$ cat config.mk
export PLATFORM = sky130hd
export DESIGN_NAME = triangle_span_rasterizer
export DESIGN_NICKNAME = d
export VERILOG_FILES = /design/src/rtl/core/tsr_pkg.sv /design/src/rtl/core/tsr_div.sv /design/src/rtl/core/triangle_span_rasterizer.sv
export SDC_FILE = /design/constraint.sdc
export NUM_CORES = 1
export LEC_CHECK = 0
export ABC_AREA = 1
export ABC_CLOCK_PERIOD_IN_PS = 5790
export BUFFER_PORTS_ARGS = -buffer_cell sky130_fd_sc_hd__buf_4
export CORE_ASPECT_RATIO = 1.5
export CORE_UTILIZATION = 45
export DETAILED_ROUTE_END_ITERATION = 12
export HOLD_SLACK_MARGIN = 0.05
export PLACE_DENSITY = 0.7
export SLEW_MARGIN = 40
export SYNTH_ARGS = -nofsm -noshare
export SYNTH_HDL_FRONTEND = slang
export SYNTH_HIERARCHICAL = 1
export SYNTH_SLANG_ARGS = --single-unit
$ cat constraint.sdc
create_clock -name clk -period 5.79 [get_ports clk]
set_input_delay 1.158 -clock clk [delete_from_list [all_inputs] [get_ports clk]]
set_output_delay 1.158 -clock clk [all_outputs]
set_load 0.01 [all_outputs]
$ cat src/rtl/core/tsr_pkg.sv
// Shared definitions for the triangle span rasterizer: coordinate width,
// operation codes and the command and response payload structs.
// No dependencies.
`default_nettype none

package tsr_pkg;

    localparam int COORD_BITS = 12;

    localparam logic OP_LOAD = 1'b0;
    localparam logic OP_NEXT = 1'b1;

    typedef struct packed {
        logic                          op;
        logic signed [COORD_BITS-1:0] vertex_a_x;
        logic signed [COORD_BITS-1:0] vertex_a_y;
        logic signed [COORD_BITS-1:0] vertex_b_x;
        logic signed [COORD_BITS-1:0] vertex_b_y;
        logic signed [COORD_BITS-1:0] vertex_c_x;
        logic signed [COORD_BITS-1:0] vertex_c_y;
    } tsr_cmd_t;

    typedef struct packed {
        logic                          has_pixel;
        logic signed [COORD_BITS-1:0] pixel_x;
        logic signed [COORD_BITS-1:0] pixel_y;
        logic                          finished;
    } tsr_rsp_t;

endpackage

`default_nettype wire

$ cat src/rtl/core/tsr_div.sv
// Restoring divider, one quotient bit per cycle, for the edge interpolation.
// Stand-alone; the caller guarantees that the quotient fits in W bits.
`default_nettype none

module tsr_div #(
    parameter int W = 12
) (
    input  wire logic           clk,
    input  wire logic           rst_n,
    input  wire logic           start,
    input  wire logic [2*W-1:0] num,
    input  wire logic [W-1:0]   den,
    output logic                done,
    output logic [W-1:0]        quot
);

    localparam int CNT_W = (W > 1) ? $clog2(W) : 1;

    logic [W-1:0]     rem_reg, rem_next;
    logic [W-1:0]     acc_reg, acc_next;
    logic [W-1:0]     den_reg, den_next;
    logic [CNT_W-1:0] cnt_reg, cnt_next;
    logic             busy_reg, busy_next;
    logic             done_reg, done_next;
    logic [W:0]       shifted;
    logic [W:0]       trial;

    always_comb
    begin
        rem_next  = rem_reg;
        acc_next  = acc_reg;
        den_next  = den_reg;
        cnt_next  = cnt_reg;
        busy_next = busy_reg;
        done_next = 1'b0;
        shifted   = {rem_reg, acc_reg[W-1]};
        trial     = shifted - {1'b0, den_reg};
        if (start)
        begin
            // The upper half of the dividend is already below the divisor.
            rem_next  = num[2*W-1:W];
            acc_next  = num[W-1:0];
            den_next  = den;
            cnt_next  = CNT_W'(W - 1);
            busy_next = 1'b1;
        end
        else if (busy_reg)
        begin
            if (!trial[W])
            begin
                rem_next = trial[W-1:0];
                acc_next = {acc_reg[W-2:0], 1'b1};
            end
            else
            begin
                rem_next = shifted[W-1:0];
                acc_next = {acc_reg[W-2:0], 1'b0};
            end
            cnt_next = cnt_reg - CNT_W'(1);
            if (cnt_reg == '0)
            begin
                busy_next = 1'b0;
                done_next = 1'b1;
            end
        end
    end

    always_ff @(posedge clk or negedge rst_n)
    begin
        if (!rst_n)
        begin
            rem_reg  <= '0;
            acc_reg  <= '0;
            den_reg  <= '0;
            cnt_reg  <= '0;
            busy_reg <= 1'b0;
            done_reg <= 1'b0;
        end
        else
        begin
            rem_reg  <= rem_next;
            acc_reg  <= acc_next;
            den_reg  <= den_next;
            cnt_reg  <= cnt_next;
            busy_reg <= busy_next;
            done_reg <= done_next;
        end
    end

    assign done = done_reg;
    assign quot = acc_reg;

endmodule

`default_nettype wire

$ cat src/rtl/core/triangle_span_rasterizer.sv
// Scanline triangle filler: a load command takes three vertices, and every
// next command returns the following covered pixel. Depends on tsr_pkg and tsr_div.
// Top level of the block.
`default_nettype none

// The block takes one command transfer at a time and answers each with exactly
// one response transfer. A load sorts the three vertices by y with three
// strict compare-swaps (one per cycle, the last one held until the output
// register is free) and answers with an all-zero response. A next command
// that falls inside a span answers straight from the step state. When a new
// row must be set up, both edge positions are interpolated by the one shared
// multiplier and the one shared divider, which yields one quotient bit per
// cycle; each edge passes through the set-up, multiply, divider-start and
// divide states, except the first edge on the row of the middle vertex, which
// is taken directly. An empty row is set up in the same way and then skipped.
// Once the triangle is exhausted, or before any load, a next command answers
// with finished set. A new command is taken whenever the sequencer is idle,
// even while the previous response still waits in the output register; the
// response of a command waits until that register is free.
module triangle_span_rasterizer (
    input  wire logic             clk,
    input  wire logic             rst_n,
    input  wire logic             cmd_valid,
    output logic                  cmd_stall,
    input  wire tsr_pkg::tsr_cmd_t cmd,
    output logic                  rsp_valid,
    input  wire logic             rsp_stall,
    output tsr_pkg::tsr_rsp_t     rsp
);

    localparam int CB = tsr_pkg::COORD_BITS;

    typedef enum logic [3:0] {
        S_IDLE,
        S_SORT_AB,
        S_SORT_AC,
        S_SORT_BC,
        S_STEP,
        S_SETUP,
        S_MUL,
        S_START,
        S_DIV
    } state_t;

    state_t state_reg, state_next;

    // Sorted vertices: index 0 is the top, 1 the middle and 2 the bottom.
    logic signed [CB-1:0] vx_reg [3];
    logic signed [CB-1:0] vx_next [3];
    logic signed [CB-1:0] vy_reg [3];
    logic signed [CB-1:0] vy_next [3];

    logic signed [CB-1:0] row_reg, row_next;
    logic signed [CB-1:0] col_reg, col_next;
    logic signed [CB-1:0] end_reg, end_next;
    logic signed [CB-1:0] e1_reg, e1_next;
    logic signed [CB-1:0] x0_reg, x0_next;
    logic signed [CB:0]   dx_reg, dx_next;
    logic [CB-1:0]        dy_reg, dy_next;
    logic [CB-1:0]        den_reg, den_next;
    logic signed [2*CB+1:0] prod_reg, prod_next;
    logic                 span_reg, span_next;
    logic                 tri_reg, tri_next;
    logic                 edge_reg, edge_next;

    tsr_pkg::tsr_rsp_t    rsp_reg, rsp_next;
    logic                 rsp_valid_reg, rsp_valid_next;

    logic                 div_start;
    logic                 div_done;
    logic [CB-1:0]        div_quot;
    logic                 prod_neg;
    logic signed [2*CB+1:0] prod_abs;

    assign prod_neg = prod_reg[2*CB+1];
    assign prod_abs = prod_neg ? -prod_reg : prod_reg;

    tsr_div #(
        .W (CB)
    ) u_div (
        .clk   (clk),
        .rst_n (rst_n),
        .start (div_start),
        .num   (prod_abs[2*CB-1:0]),
        .den   (den_reg),
        .done  (div_done),
        .quot  (div_quot)
    );

    always_comb
    begin
        logic                 slot_free;
        logic signed [CB-1:0] sx0;
        logic signed [CB-1:0] sx1;
        logic signed [CB-1:0] sy0;
        logic signed [CB-1:0] sy1;
        logic signed [CB:0]   dy_full;
        logic signed [CB:0]   den_full;
        logic signed [CB:0]   q_mag;
        logic signed [CB:0]   q_s;
        logic signed [CB:0]   e_sum;
        logic signed [CB-1:0] e_val;

        state_next     = state_reg;
        vx_next        = vx_reg;
        vy_next        = vy_reg;
        row_next       = row_reg;
        col_next       = col_reg;
        end_next       = end_reg;
        e1_next        = e1_reg;
        x0_next        = x0_reg;
        dx_next        = dx_reg;
        dy_next        = dy_reg;
        den_next       = den_reg;
        prod_next      = prod_reg;
        span_next      = span_reg;
        tri_next       = tri_reg;
        edge_next      = edge_reg;
        rsp_next       = rsp_reg;
        rsp_valid_next = rsp_valid_reg;
        div_start      = 1'b0;

        slot_free = !rsp_valid_reg || !rsp_stall;
        if (rsp_valid_reg && !rsp_stall)
        begin
            rsp_valid_next = 1'b0;
        end

        // Edge selection for the interpolation set-up.
        sx0 = vx_reg[0];
        sx1 = vx_reg[2];
        sy0 = vy_reg[0];
        sy1 = vy_reg[2];
        if (!edge_reg)
        begin
            if (row_reg < vy_reg[1])
            begin
                sx1 = vx_reg[1];
                sy1 = vy_reg[1];
            end
            else
            begin
                sx0 = vx_reg[1];
                sy0 = vy_reg[1];
            end
        end
        dy_full  = {row_reg[CB-1], row_reg} - {sy0[CB-1], sy0};
        den_full = {sy1[CB-1], sy1} - {sy0[CB-1], sy0};

        // Signed quotient added back onto the edge start; it always fits.
        q_mag = {1'b0, div_quot};
        q_s   = prod_neg ? -q_mag : q_mag;
        e_sum = {x0_reg[CB-1], x0_reg} + q_s;
        e_val = e_sum[CB-1:0];

        case (state_reg)
            S_IDLE:
            begin
                if (cmd_valid)
                begin
                    if (cmd.op == tsr_pkg::OP_LOAD)
                    begin
                        vx_next[0] = cmd.vertex_a_x;
                        vy_next[0] = cmd.vertex_a_y;
                        vx_next[1] = cmd.vertex_b_x;
                        vy_next[1] = cmd.vertex_b_y;
                        vx_next[2] = cmd.vertex_c_x;
                        vy_next[2] = cmd.vertex_c_y;
                        state_next = S_SORT_AB;
                    end
                    else
                    begin
                        state_next = S_STEP;
                    end
                end
            end
            S_SORT_AB:
            begin
                if (vy_reg[0] > vy_reg[1])
                begin
                    vx_next[0] = vx_reg[1];
                    vy_next[0] = vy_reg[1];
                    vx_next[1] = vx_reg[0];
                    vy_next[1] = vy_reg[0];
                end
                state_next = S_SORT_AC;
            end
            S_SORT_AC:
            begin
                if (vy_reg[0] > vy_reg[2])
                begin
                    vx_next[0] = vx_reg[2];
                    vy_next[0] = vy_reg[2];
                    vx_next[2] = vx_reg[0];
                    vy_next[2] = vy_reg[0];
                end
                state_next = S_SORT_BC;
            end
            S_SORT_BC:
            begin
                if (slot_free)
                begin
                    if (vy_reg[1] > vy_reg[2])
                    begin
                        vx_next[1] = vx_reg[2];
                        vy_next[1] = vy_reg[2];
                        vx_next[2] = vx_reg[1];
                        vy_next[2] = vy_reg[1];
                    end
                    row_next       = vy_reg[0];
                    col_next       = '0;
                    end_next       = '0;
                    span_next      = 1'b0;
                    tri_next       = 1'b1;
                    rsp_next       = '0;
                    rsp_valid_next = 1'b1;
                    state_next     = S_IDLE;
                end
            end
            S_STEP:
            begin
                if (!tri_reg)
                begin
                    if (slot_free)
                    begin
                        rsp_next       = '0;
                        rsp_next.finished = 1'b1;
                        rsp_valid_next = 1'b1;
                        state_next     = S_IDLE;
                    end
                end
                else if (span_reg)
                begin
                    if (col_reg < end_reg)
                    begin
                        if (slot_free)
                        begin
                            rsp_next.has_pixel = 1'b1;
                            rsp_next.pixel_x   = col_reg;
                            rsp_next.pixel_y   = row_reg;
                            rsp_next.finished  = 1'b0;
                            rsp_valid_next     = 1'b1;
                            col_next           = col_reg + CB'(1);
                            state_next         = S_IDLE;
                        end
                    end
                    else
                    begin
                        span_next = 1'b0;
                        row_next  = row_reg + CB'(1);
                    end
                end
                else if (row_reg >= vy_reg[2])
                begin
                    tri_next = 1'b0;
                end
                else
                begin
                    edge_next  = 1'b0;
                    state_next = S_SETUP;
                end
            end
            S_SETUP:
            begin
                if (!edge_reg && (row_reg == vy_reg[1]))
                begin
                    // The middle row takes the middle vertex x directly.
                    e1_next   = vx_reg[1];
                    edge_next = 1'b1;
                end
                else
                begin
                    x0_next    = sx0;
                    dx_next    = {sx1[CB-1], sx1} - {sx0[CB-1], sx0};
                    dy_next    = dy_full[CB-1:0];
                    den_next   = den_full[CB-1:0];
                    state_next = S_MUL;
                end
            end
            S_MUL:
            begin
                prod_next  = (2*CB+2)'(dx_reg) * (2*CB+2)'($signed({1'b0, dy_reg}));
                state_next = S_START;
            end
            S_START:
            begin
                // The product is registered now, so the divider can take it.
                div_start  = 1'b1;
                state_next = S_DIV;
            end
            S_DIV:
            begin
                if (div_done)
                begin
                    if (!edge_reg)
                    begin
                        e1_next    = e_val;
                        edge_next  = 1'b1;
                        state_next = S_SETUP;
                    end
                    else
                    begin
                        if (e1_reg > e_val)
                        begin
                            col_next = e_val;
                            end_next = e1_reg;
                        end
                        else
                        begin
                            col_next = e1_reg;
                            end_next = e_val;
                        end
                        span_next  = 1'b1;
                        state_next = S_STEP;
                    end
                end
            end
            default:
            begin
                state_next = S_IDLE;
            end
        endcase
    end

    always_ff @(posedge clk or negedge rst_n)
    begin
        if (!rst_n)
        begin
            state_reg     <= S_IDLE;
            vx_reg        <= '{default: '0};
            vy_reg        <= '{default: '0};
            row_reg       <= '0;
            col_reg       <= '0;
            end_reg       <= '0;
            e1_reg        <= '0;
            x0_reg        <= '0;
            dx_reg        <= '0;
            dy_reg        <= '0;
            den_reg       <= '0;
            prod_reg      <= '0;
            span_reg      <= 1'b0;
            tri_reg       <= 1'b0;
            edge_reg      <= 1'b0;
            rsp_reg       <= '0;
            rsp_valid_reg <= 1'b0;
        end
        else
        begin
            state_reg     <= state_next;
            vx_reg        <= vx_next;
            vy_reg        <= vy_next;
            row_reg       <= row_next;
            col_reg       <= col_next;
            end_reg       <= end_next;
            e1_reg        <= e1_next;
            x0_reg        <= x0_next;
            dx_reg        <= dx_next;
            dy_reg        <= dy_next;
            den_reg       <= den_next;
            prod_reg      <= prod_next;
            span_reg      <= span_next;
            tri_reg       <= tri_next;
            edge_reg      <= edge_next;
            rsp_reg       <= rsp_next;
            rsp_valid_reg <= rsp_valid_next;
        end
    end

    // Commands are taken only while the sequencer is idle.
    assign cmd_stall = (state_reg != S_IDLE);
    assign rsp_valid = rsp_valid_reg;
    assign rsp       = rsp_reg;

endmodule

`default_nettype wire
Word level (Yosys, flattened, before mapping)
Cells that the tools add are included.
{ "op_classes": {"addsub": 10, "mul": 1, "n_lt_le_gt_ge": 7, "eq_ne": 33, "n_mux": 109, "bitwise": 1, "reduce_logical": 31} }
{ "ops": {"columns": ["op", "n"], "rows": [
  ["2-to-1 mux 12 bit", 36],
  ["one-hot mux 12 bit (3 select lines)", 7],
  ["2-to-1 mux 24 bit", 7],
  ["2-to-1 mux 26 bit", 6],
  ["2-to-1 mux 36 bit", 4],
  ["one-hot mux 12 bit (2 select lines)", 3],
  ["one-hot mux 26 bit (2 select lines)", 1],
  ["greater-than comparator 12 bit", 4],
  ["2-to-1 mux 4 bit", 10],
  ["one-hot mux 4 bit (9 select lines)", 1],
  ["!= test 2 bit, second input constant", 17],
  ["2-to-1 mux 1 bit", 29],
  ["multiplier 13 x 13 -> 26 bit", 1],
  ["adder 12 x 2 -> 12 bit, second input constant", 2],
  ["less-than comparator 12 bit", 2],
  ["negator 24 bit", 1],
  ["AND reduction 6 bit", 4],
  ["subtractor 12 bit", 2],
  ["AND reduction 5 bit", 4],
  ["equality test 4 x 3 -> 1 bit, second input constant", 4],
  ["nonzero test 3 bit", 5],
  ["subtractor 12 x 12 -> 13 bit", 1],
  ["subtractor 13 x 12 -> 13 bit", 1],
  ["adder 12 bit", 1],
  ["23 further kinds", 39]
]} }
{ "totals": {"ff_bits": 271, "input_bits": 77, "output_inout_bits": 28, "word_cells": 222} }

Depth between registers and ports, before layout
Gate-level depths: netlist of run 1.
{ "logic_depth": {"word_depth": 8, "ltp_mapped": 34, "mapped_depth_nobuf": 33} }

Modules after synthesis
Netlist of run 1, hierarchy kept.
{ "modules_own_cells": {"columns": ["module", "n_inst", "cells_each", "area_per_inst_um2", "seq_area_each_um2"], "rows": [
  ["triangle_span_rasterizer", 1, 2885, 21884.7, 5705.5],
  ["tsr_div", 1, 372, 2667.6, 1051.0]
]} }

Least setup slack after synthesis of run 1
No wires, ideal clock.
{ "synth_timing": {"path_type": "register to register", "startpoint": "register dy_reg[3]", "endpoint": "register prod_reg[25]", "setup_time_ps": 133, "t_arrival_ps": 5182, "required_ps": 5657, "path_slack_ps": 475, "stages_incl_launch_ff": 21, "path_buffers": 1, "synth_period_minus_slack_ps": 5315, "path_cell_list": "dfrtp_1 -> clkbuf_1 -> nand2_1 -> inv_1 -> fa_1 -> inv_1 -> fa_1 -> inv_1 -> fa_1 -> fa_1 -> inv_1 -> fa_1 -> inv_1 -> ha_1 -> a21oi_1 -> o21ai_0 -> a21oi_1 -> nand3_1 -> a31oi_1 -> xor2_1 -> o21ai_0"} }
{ "synth_between": {"elab_chain_cells": 1} }
{ "synth_lines": {"columns": ["element", "line_no", "text"], "rows": [
  ["start, declared", "triangle_span_rasterizer.sv:59", "logic [CB-1:0] dy_reg, dy_next;"],
  ["start signal, assigned", "triangle_span_rasterizer.sv:358", "dy_reg <= dy_next;"],
  ["multiplier 13 x 13 -> 26 bit", "triangle_span_rasterizer.sv:282", "prod_next = (2*CB+2)'(dx_reg) * (2*CB+2)'($signed({1'b0, dy_reg}));"],
  ["end signal, assigned", "triangle_span_rasterizer.sv:360", "prod_reg <= prod_next;"],
  ["end, declared", "triangle_span_rasterizer.sv:61", "logic signed [2*CB+1:0] prod_reg, prod_next;"]
]} }
No other way between the ends.
A chain may end at the register's enable or synchronous reset.

Final worst setup path of run 1
{ "layout_timing": {"startpoint": "register dy_reg[7]", "endpoint": "register prod_reg[20]"} }
Same word-level chain as after synthesis.

==> impl_metrics.env, run 1 <==
export IMPL_cp_top_family="adder cells"
export IMPL_syn_instance_count=3257
export IMPL_r2r_start="dy_reg[7]"
export IMPL_rr_worst_depth=22
export IMPL_placed_cell_area_um2=26000
export IMPL_die_y_um=288
export IMPL_postLayoutCoreUtil=0.502
export IMPL_numCtsBuffers=28
export IMPL_dieArea_um2=55500
export IMPL_cts_htree_levels=1
export IMPL_clock_root_buffer="clkbuf_16"
export IMPL_num_rows=104
export IMPL_final_cell_mix="763 x nand2_1, 565 x inv_1, 305 x o21ai_0"
export IMPL_synth_edf_count=0
export IMPL_grt_use_met3=0.0252
export IMPL_yosys_area_top_type="dfrtp_1"
export IMPL_synth_seq_cells=270
export IMPL_avgSynthCellArea_um2=7.54
export IMPL_layout_commonest_cell="nand2_1"
export IMPL_yosysWarnings=6
export IMPL_crit_type="register to register"
export IMPL_n_antenna_cell=0
export IMPL_syn_num_nets=3696
export IMPL_grt_busiest_layer="met2"
export IMPL_hold_violations=0
export IMPL_start_util=0.457
export IMPL_clock_sinks=270
export IMPL_dr_pass1_iters=6
export IMPL_synthDistinctLibCells=54
export IMPL_clk_latency_ps=610
export IMPL_synthFlopType="dfrtp_1"
export IMPL_fp_dieW_um=193
export IMPL_fillers=5186
export IMPL_maxCapViolCount=0
export IMPL_met2_usage=0.475
export IMPL_wire_per_inst_um=18.2
export IMPL_fmax_mhz=183
export IMPL_grt_pass1_vias=22000
export IMPL_syn_area_um2=24600
export IMPL_finalSetupViolCount=0
export IMPL_vias_per_cell=5.44
export IMPL_fin_nets=3748
export IMPL_dp_hpwl_um=56600
export IMPL_vias=21900
export IMPL_final_area_um2=27000
export IMPL_core_um2=53700
export IMPL_fin_ws_ps=324
export IMPL_drive_gt1_frac=0.0757
export IMPL_cts_tree="yes"
export IMPL_clk_pin_slew_worst_paths_ps=70
export IMPL_rrSetupSlack_ps=320
export IMPL_port_buffers=104
export IMPL_regArea_um2=6770
export IMPL_drv_slew=0
export IMPL_holdCritPathClass="input port to asynchronous set/reset pin"
export IMPL_tightest_slew_ps=786
export IMPL_gp_congestion=0.930
export IMPL_finClkSkew_ps=36.5
export IMPL_use_met1=0.312
export IMPL_slew_headroom=0.474
export IMPL_antenna_left=0
export IMPL_antenna_found_initial=0
export IMPL_final_period_utilization=0.944
export IMPL_hold_buffers=0
export IMPL_syn_to_final_growth_pct=9.97
export IMPL_cp_arrival_ps=5970
export IMPL_critPathLaunchType="register"
export IMPL_post_place_ws_ps=285
export IMPL_ys_seq_area_frac=0.275
export IMPL_routed_wl_um=73100
export IMPL_synthTopCellsByArea="dfrtp_1 28%, fa_1 12%, nand2_1 12%"
export IMPL_grt_overflow_total=0
export IMPL_clockBufferDepth=3
export IMPL_drc_errors=0
export IMPL_critPathMaxStageDelay_ps=560
export IMPL_io_pins=105
export IMPL_multi_input_area_um2=15100
export IMPL_ys_async_sr_fraction=1.00
export IMPL_outcome="complete, no violations"
export IMPL_cp_buffers_inverters=6
export IMPL_worstPathMaxFanout=9
export IMPL_first_iter_violations=1497
export IMPL_end_kind="register"
export IMPL_grt_use_total=0.269
export IMPL_worstPathCellList="buf_4, nand2_1, inv_1, fa_1, inv_1, fa_1, inv_1, fa_1, fa_1, inv_1, fa_1, inv_1, ha_1, nand2_1, o21ai_0, nor2_1, o21ai_0, nand2_1, nor2_1, nor2_1, xor2_1, o21ai_0"
export IMPL_synth_top_area_frac=0.275
export IMPL_slowest_stage="fa_1"
export IMPL_fin_crit_ps=5470
export IMPL_r2r_end="prod_reg[20]"
export IMPL_grt_max_degree=91
export IMPL_worstPathRequired_ps=6290
export IMPL_grt_first_pass_wirelength_um=116000
==> final cells by class <==
| type | instances | area share |
|---|---|---|
| Clock buffer | 35 | 0.0284 |
| Tap cell | 689 | 0.0319 |
| Sequential cell | 270 | 0.251 |
| Inverter | 576 | 0.0801 |
| Multi-Input combinational cell | 2289 | 0.559 |
| Clock inverter | 16 | 0.00797 |
| Timing Repair Buffer | 144 | 0.0415 |
==> logic make-up after synthesis <==
kind of cell,count (synthesis),share of synthesized area
and+or+nand+nor,1163,0.196
adders and majority gates,362,0.231
buffers and inverters,698,0.110
xor gates and xnor gates,98,0.0350
AOI/OAI and AO/OA,666,0.152
DFF,270,0.275
==> what timing repair did <==
item                       CTS  global route
setup buffers                0             0
resized for setup            0             9
setup endpoints to repair    0             3
==> worst max path at each step <==
stage	from	end	cells after the start
floorplan	dy_reg[3]	prod_reg[25]	20
global placement	dy_reg[9]	prod_reg[20]	19
detailed placement	dx_reg[12]	prod_reg[25]	19
CTS	dx_reg[12]	prod_reg[25]	17
global route	dy_reg[7]	prod_reg[19]	24
finish	dy_reg[7]	prod_reg[20]	22
==> routing by layer <==
| layer | vias to the layer above | share of wire |
|---|---|---|
| li1 | 10500 | - |
| met1 | 10400 | 0.38 |
| met2 | 745 | 0.50 |
| met3 | 224 | 0.048 |
| met4 | 0 | 0.066 |
| met5 | - | 0 |
==> synth_stat cells (3+ instances only) <==
cell type / n
nand2_1: 764
inv_1: 567
o21ai_0: 305
dfrtp_1: 270
ha_1: 209
nor2_1: 191
a21oi_1: 176
fa_1: 153
nand3_1: 95
clkbuf_1: 80
xor2_1: 61
o22ai_1: 48
xnor2_1: 37
o211ai_1: 33
a221oi_1: 32
nand4_1: 27
nor3_1: 26
buf_2: 23
a31oi_1: 17
o21ai_1: 14
nand2_2: 11
nor4_1: 9
buf_4: 8
nor2_2: 8
o221ai_1: 7
a22oi_1: 6
buf_1: 6
or2_2: 6
a21o_1: 5
inv_2: 5
nor2_4: 5
o31ai_1: 5
a21boi_0: 4
buf_6: 4
clkinv_1: 4
nand3b_1: 4
nor3_2: 4
a22o_1: 3
nand3_2: 3
o21a_1: 3
==> worst register-to-register path, stage by stage (launching register included) <==
cell and delay, ps:
dfrtp_1 500, buf_4 230, nand2_1 70, inv_1 50, fa_1 470, inv_1 50
fa_1 480, inv_1 60, fa_1 500, fa_1 560, inv_1 60, fa_1 530
inv_1 60, ha_1 340, nand2_1 100, o21ai_0 300, nor2_1 130, o21ai_0 300
nand2_1 140, nor2_1 120, nor2_1 60, xor2_1 140, o21ai_0 160
==> stage by stage <==
step | std cells | TNS (ps) | hold slack (ps)
floorplan | 3257 | 0 | 448
global placement | 3966 | 0 | 465
detailed placement | 3968 | 0 | 469
CTS | 4019 | 0 | 455
global route | 4019 | -0.230 | 474
finish | 4019 | 0 | 450
Power of run 1 is not shown: default switching activity piles up to over one toggle a cycle in this logic, so the estimate is an artifact.
==> run 2, diff against run 1 <==
- ABC_AREA: 1 -> 0
==> run 2 against run 1 <==
Highest routed layer unchanged. Register-to-register slack got worse by 140 ps. Maximum frequency decreased by 2.5%. Largest cell class unchanged. Setup slack got worse by 140 ps. Area after synthesis increased by 0.72%.
==> impl_metrics.env, run 2 <==
export IMPL_setup_tns_ps=0
export IMPL_syn_num_nets=3213
export IMPL_ys_top_cells_by_count="314 x inv_1, 308 x nand2_1, 270 x dfrtp_1"
export IMPL_syn_instance_count=2774
export IMPL_critPathMaxStageDelay_ps=530
export IMPL_clock_root_buffer="clkbuf_16"
export IMPL_ys_seq_area_frac=0.273
export IMPL_clock_sinks=270
export IMPL_worstPathCellList="buf_4, and2_1, fa_1, inv_1, fa_1, inv_1, fa_1, fa_1, inv_1, fa_1, inv_1, ha_1, a211oi_2, o211ai_1, a32o_2, o21ai_1, nand2b_1, a21o_1, a21oi_2, xor2_1, o21ai_0"
export IMPL_holdWs_ps=444
export IMPL_crit_type="register to register"
export IMPL_end_kind="register"
export IMPL_critPathMostFrequentCell="fa_1"
export IMPL_layout_commonest_cell="inv_1"
export IMPL_start_util=0.458
export IMPL_wire_per_inst_um=21.7
export IMPL_clockBufferDepth=3
export IMPL_dp_cells=3542
export IMPL_antenna_left=0
export IMPL_worstPathMaxFanout=5
export IMPL_rrSetupSlack_ps=180
export IMPL_dieArea_um2=55900
export IMPL_drc_errors=0
export IMPL_grt_first_pass_wirelength_um=121000
export IMPL_holdCritPathClass="input port to asynchronous set/reset pin"
export IMPL_hold_buffers=0
export IMPL_synthTopCellsByArea="dfrtp_1 27%, fa_1 12%, ha_1 11%"
export IMPL_cts_htree_levels=1
export IMPL_yosys_area_top_type="dfrtp_1"
export IMPL_io_pins=105
export IMPL_slowest_stage="fa_1"
export IMPL_r2r_start="dx_reg[6]"
export IMPL_numCtsBuffers=28
export IMPL_drv_slew=0
export IMPL_outcome="complete, no violations"
export IMPL_synth_seq_cells=270
export IMPL_vias=21000
export IMPL_layout_cells_non_filler=3599
export IMPL_finClkSkew_ps=39.9
export IMPL_rsz0062_at_grt="no"
export IMPL_rr_worst_depth=21
export IMPL_fin_nets=3326
export IMPL_clk_latency_ps=610
export IMPL_antenna_found_initial=1
export IMPL_yosysWarnings=6
export IMPL_final_period_utilization=0.968
export IMPL_clk_pin_slew_worst_paths_ps=70
export IMPL_syn_area_um2=24700
export IMPL_first_iter_violations=1307
export IMPL_vias_per_cell=5.83
export IMPL_cts_tree="yes"
export IMPL_worstPathRequired_ps=6270
export IMPL_slew_headroom=0.458
export IMPL_gp_congestion=0.983
export IMPL_cp_arrival_ps=6080
export IMPL_core_um2=54000
export IMPL_dr_pass1_iters=5
export IMPL_synth_edf_count=0
export IMPL_grt_max_degree=111
export IMPL_routed_wl_um=78000
export IMPL_maxCapViolCount=0
export IMPL_r2r_end="prod_reg[17]"
export IMPL_tightest_slew_ps=790
export IMPL_grt_use_total=0.279
export IMPL_synthFlopType="dfrtp_1"
export IMPL_synth_top_area_frac=0.273
export IMPL_syn_to_final_growth_pct=13.2
export IMPL_ys_async_sr_fraction=1.00
export IMPL_avgSynthCellArea_um2=8.91
export IMPL_dp_hpwl_um=61100
export IMPL_synthDistinctLibCells=83
export IMPL_fin_crit_ps=5610
export IMPL_num_rows=104
export IMPL_grt_pass1_vias=21700
export IMPL_fmax_mhz=178
export IMPL_final_cell_mix="314 x inv_1, 307 x nand2_1, 264 x dfrtp_1"
export IMPL_fp_dieW_um=193
export IMPL_drive_gt1_frac=0.131
export IMPL_port_buffers=104
export IMPL_grt_overflow_total=0
export IMPL_critPathLaunchType="register"
export IMPL_die_y_um=289
export IMPL_finalSetupViolCount=0
export IMPL_hold_violations=0
export IMPL_synthMostInstantiatedCell="inv_1"
[run 2: cells by family after synthesis]
family                   share of synthesized area
flip-flops                                   0.273
AO/OA/AOI/OAI                                0.167
multiplexers                                0.0872
adder cells (fa/ha/maj)                      0.230
AND/OR/NAND/NOR                              0.136
buffers and inverters                       0.0691
XOR/XNOR                                    0.0383
[run 2: worst max-delay path, delay by kind of cell, from the launching register on]
kind,cells,cell delay (ps)
fa+ha+maj,6,2780
compound gates,7,1330
flops,1,440
buf+inv,5,350
xor+xnor,1,320
simple gates,2,260
[run 2: per-layer routing]
metal	GRT usage	wire length, um
met5	0	0
met1	0.292	28000
met2	0.514	40200
met4	0.223	6860
met3	0.0265	3000
[run 2: what timing repair did]
item                       4_1_cts  5_1_grt
setup endpoints to repair        2        6
pin swaps                        0        8
resized for setup                2       27
buffers inserted                 0        3
[run 2: worst max path at each step]
stage / startpoint / endpoint / cells past startpoint
floorplan: dx_reg[3] / prod_reg[22] / 21
global placement: dx_reg[10] / prod_reg[22] / 20
detailed placement: dx_reg[10] / prod_reg[22] / 20
CTS: dx_reg[6] / prod_reg[17] / 21
global route: dy_reg[3] / prod_reg[17] / 22
finish: dx_reg[6] / prod_reg[17] / 21
[run 2: cell type report]
class | instances | area [um^2]
fill | 4957 | 26000
clock buffer | 35 | 787
multi-input combinational | 2058 | 16400
tap | 689 | 862
clock inverter | 16 | 274
antenna | 2 | 5.00
inverter | 314 | 1180
sequential | 270 | 6760
timing repair buffer | 215 | 1700
[run 2: through the flow]
stage	cell area (um^2)	worst slack [ps]	util
after global placement	26700	34.8	0.494
after floorplan	24700	11.1	-
after CTS	27800	9.05	0.515
after global routing	28000	2.73	0.518
after detailed placement	26800	-75.0	0.495
final	28000	183	0.518
Power of run 2 is left out for the same reason.
==> run 3, diff against run 2 <==
- ABC_AREA: 0 -> 1
- ABC_CLOCK_PERIOD_IN_PS: 5790 -> 5660
- clock period: 5.79 -> 5.66 ns (I/O delays scaled with it)
==> run 3 against run 2 <==
Final cell count grew 12%. Global-route usage is 1.0 points lower. Non-clock buffer count fell by 59. First-iteration DRC count rose by 34%. Critical path depth up 1. Critical path type unchanged.
==> impl_metrics.env, run 3 (synthesis results as in run 1) <==
export IMPL_outcome="complete, no violations"
export IMPL_io_pins=105
export IMPL_grt_busiest_layer="met2"
export IMPL_cts_tree="yes"
export IMPL_met2_usage=0.484
export IMPL_dieArea_um2=55500
export IMPL_die_y_um=288
export IMPL_port_buffers=104
export IMPL_fin_crit_ps=5360
export IMPL_slew_headroom=0.467
export IMPL_n_antenna_cell=0
export IMPL_maxCapViolCount=0
export IMPL_drc_errors=0
export IMPL_vias=21900
export IMPL_clockBufferDepth=3
export IMPL_vias_per_cell=5.43
export IMPL_dp_hpwl_um=56700
export IMPL_layout_commonest_cell="nand2_1"
export IMPL_clock_sinks=270
export IMPL_grt_use_total=0.268
export IMPL_grt_use_met3=0.0313
export IMPL_antenna_found_initial=0
export IMPL_critPathLaunchType="register"
export IMPL_final_cell_mix="763 x nand2_1, 565 x inv_1, 304 x o21ai_0"
export IMPL_antenna_left=0
export IMPL_fin_nets=3761
export IMPL_wire_per_inst_um=18.1
export IMPL_drive_gt1_frac=0.0810
export IMPL_clk_pin_slew_worst_paths_ps=70
export IMPL_cts_htree_levels=1
export IMPL_tightest_slew_ps=798
export IMPL_final_period_utilization=0.947
export IMPL_worstPathRequired_ps=6150
export IMPL_placed_cell_area_um2=26000
export IMPL_final_area_um2=27200
export IMPL_numCtsBuffers=29
export IMPL_drv_slew=0
export IMPL_clock_root_buffer="clkbuf_16"
export IMPL_grt_pass1_vias=21700
export IMPL_worstPathMaxFanout=8
export IMPL_cp_arrival_ps=5850
export IMPL_crit_type="register to register"
export IMPL_core_um2=53700
export IMPL_finalSetupViolCount=0
export IMPL_use_met1=0.308
export IMPL_grt_overflow_total=0
export IMPL_start_util=0.457
export IMPL_hold_buffers=0
export IMPL_gp_congestion=0.911
export IMPL_first_iter_violations=1748
export IMPL_dr_pass1_iters=6
export IMPL_grt_max_degree=96
export IMPL_routed_wl_um=72900
export IMPL_finClkSkew_ps=21.2
export IMPL_syn_to_final_growth_pct=10.8
export IMPL_grt_first_pass_wirelength_um=116000
export IMPL_fmax_mhz=187
export IMPL_hold_violations=0
export IMPL_holdCritPathClass="input port to asynchronous set/reset pin"
export IMPL_num_rows=104
export IMPL_holdWs_ps=394
export IMPL_fp_dieW_um=193
export IMPL_clk_latency_ps=600
export IMPL_end_kind="register"
-- run 3: cell types whose count changed in the layout (fill, tap and decap cells not counted), sizes merged, moves of 56 or more --
cell and delta:
nand2 +469, mux2 -68, inv +260, nor2 +98, buf -59, nand3 +56, o21ai +61, mux2i -139
and2 -80
-- run 3: per-layer routing --
metal | vias up | part of all wire | wire (um)
met3 | 187 | 0.052 | 3760
met5 | - | 0 | 0
met4 | 0 | 0.054 | 3960
met1 | 10400 | 0.38 | 27700
li1 | 10600 | - | -
met2 | 720 | 0.51 | 37400
-- run 3: cell type report --
| class | count | area [um^2] |
|---|---|---|
| well taps | 689 | 862 |
| repair buffers | 156 | 1210 |
| inverters | 576 | 2160 |
| flip-flops and latches | 270 | 6760 |
| clock inverters | 19 | 283 |
| multi-input cells | 2289 | 15100 |
| fillers | 5236 | 26500 |
| clock buffers | 35 | 798 |
-- run 3: critical path: stages, from the launching register on --
cell	delay, ps
dfrtp_1	520
buf_4	220
nand2_1	80
fa_1	500
fa_1	520
inv_1	50
fa_1	460
fa_1	540
inv_1	50
fa_1	530
inv_1	40
ha_1	380
nand2_1	140
nor2_1	220
nand2_1	80
o211ai_1	110
nor2_1	110
o21ai_2	190
a31oi_1	140
o21ai_0	180
nand2_1	70
nand3_1	60
nand2_1	50
-- run 3: repair_timing --
item                                    4_1_cts  5_1_grt
resized for setup                             0       12
setup buffers                                 0        3
endpoints found under the setup margin        0        7
-- run 3: metrics by stage --
| step | std cells | setup WS (ps) | utilization | setup TNS [ps] |
|---|---|---|---|---|
| after detailed placement | 3976 | 160 | 0.485 | 0 |
| final | 4034 | 303 | 0.506 | 0 |
| after global routing | 4034 | -18.3 | 0.506 | -34.7 |
| after floorplan | 3257 | 345 | - | 0 |
| after CTS | 4030 | 160 | 0.505 | 0 |
| after global placement | 3975 | 234 | 0.484 | 0 |
-- run 3: worst paths after layout --
check                      slack, ps      endpoint  depth (start not counted)  startpoint
setup reg to reg                 300  prod_reg[19]                         22   dy_reg[6]
max in group asynchronous       4020     e1_reg[4]                          3       rst_n
hold reg to reg                  490       rsp[25]                          2     rsp[25]
min in group clk                 490       rsp[25]                          2     rsp[25]
setup / recovery                 300  prod_reg[19]                         22   dy_reg[6]
hold / removal                   390     dy_reg[8]                          1       rst_n
Power of run 3 is left out for the same reason.
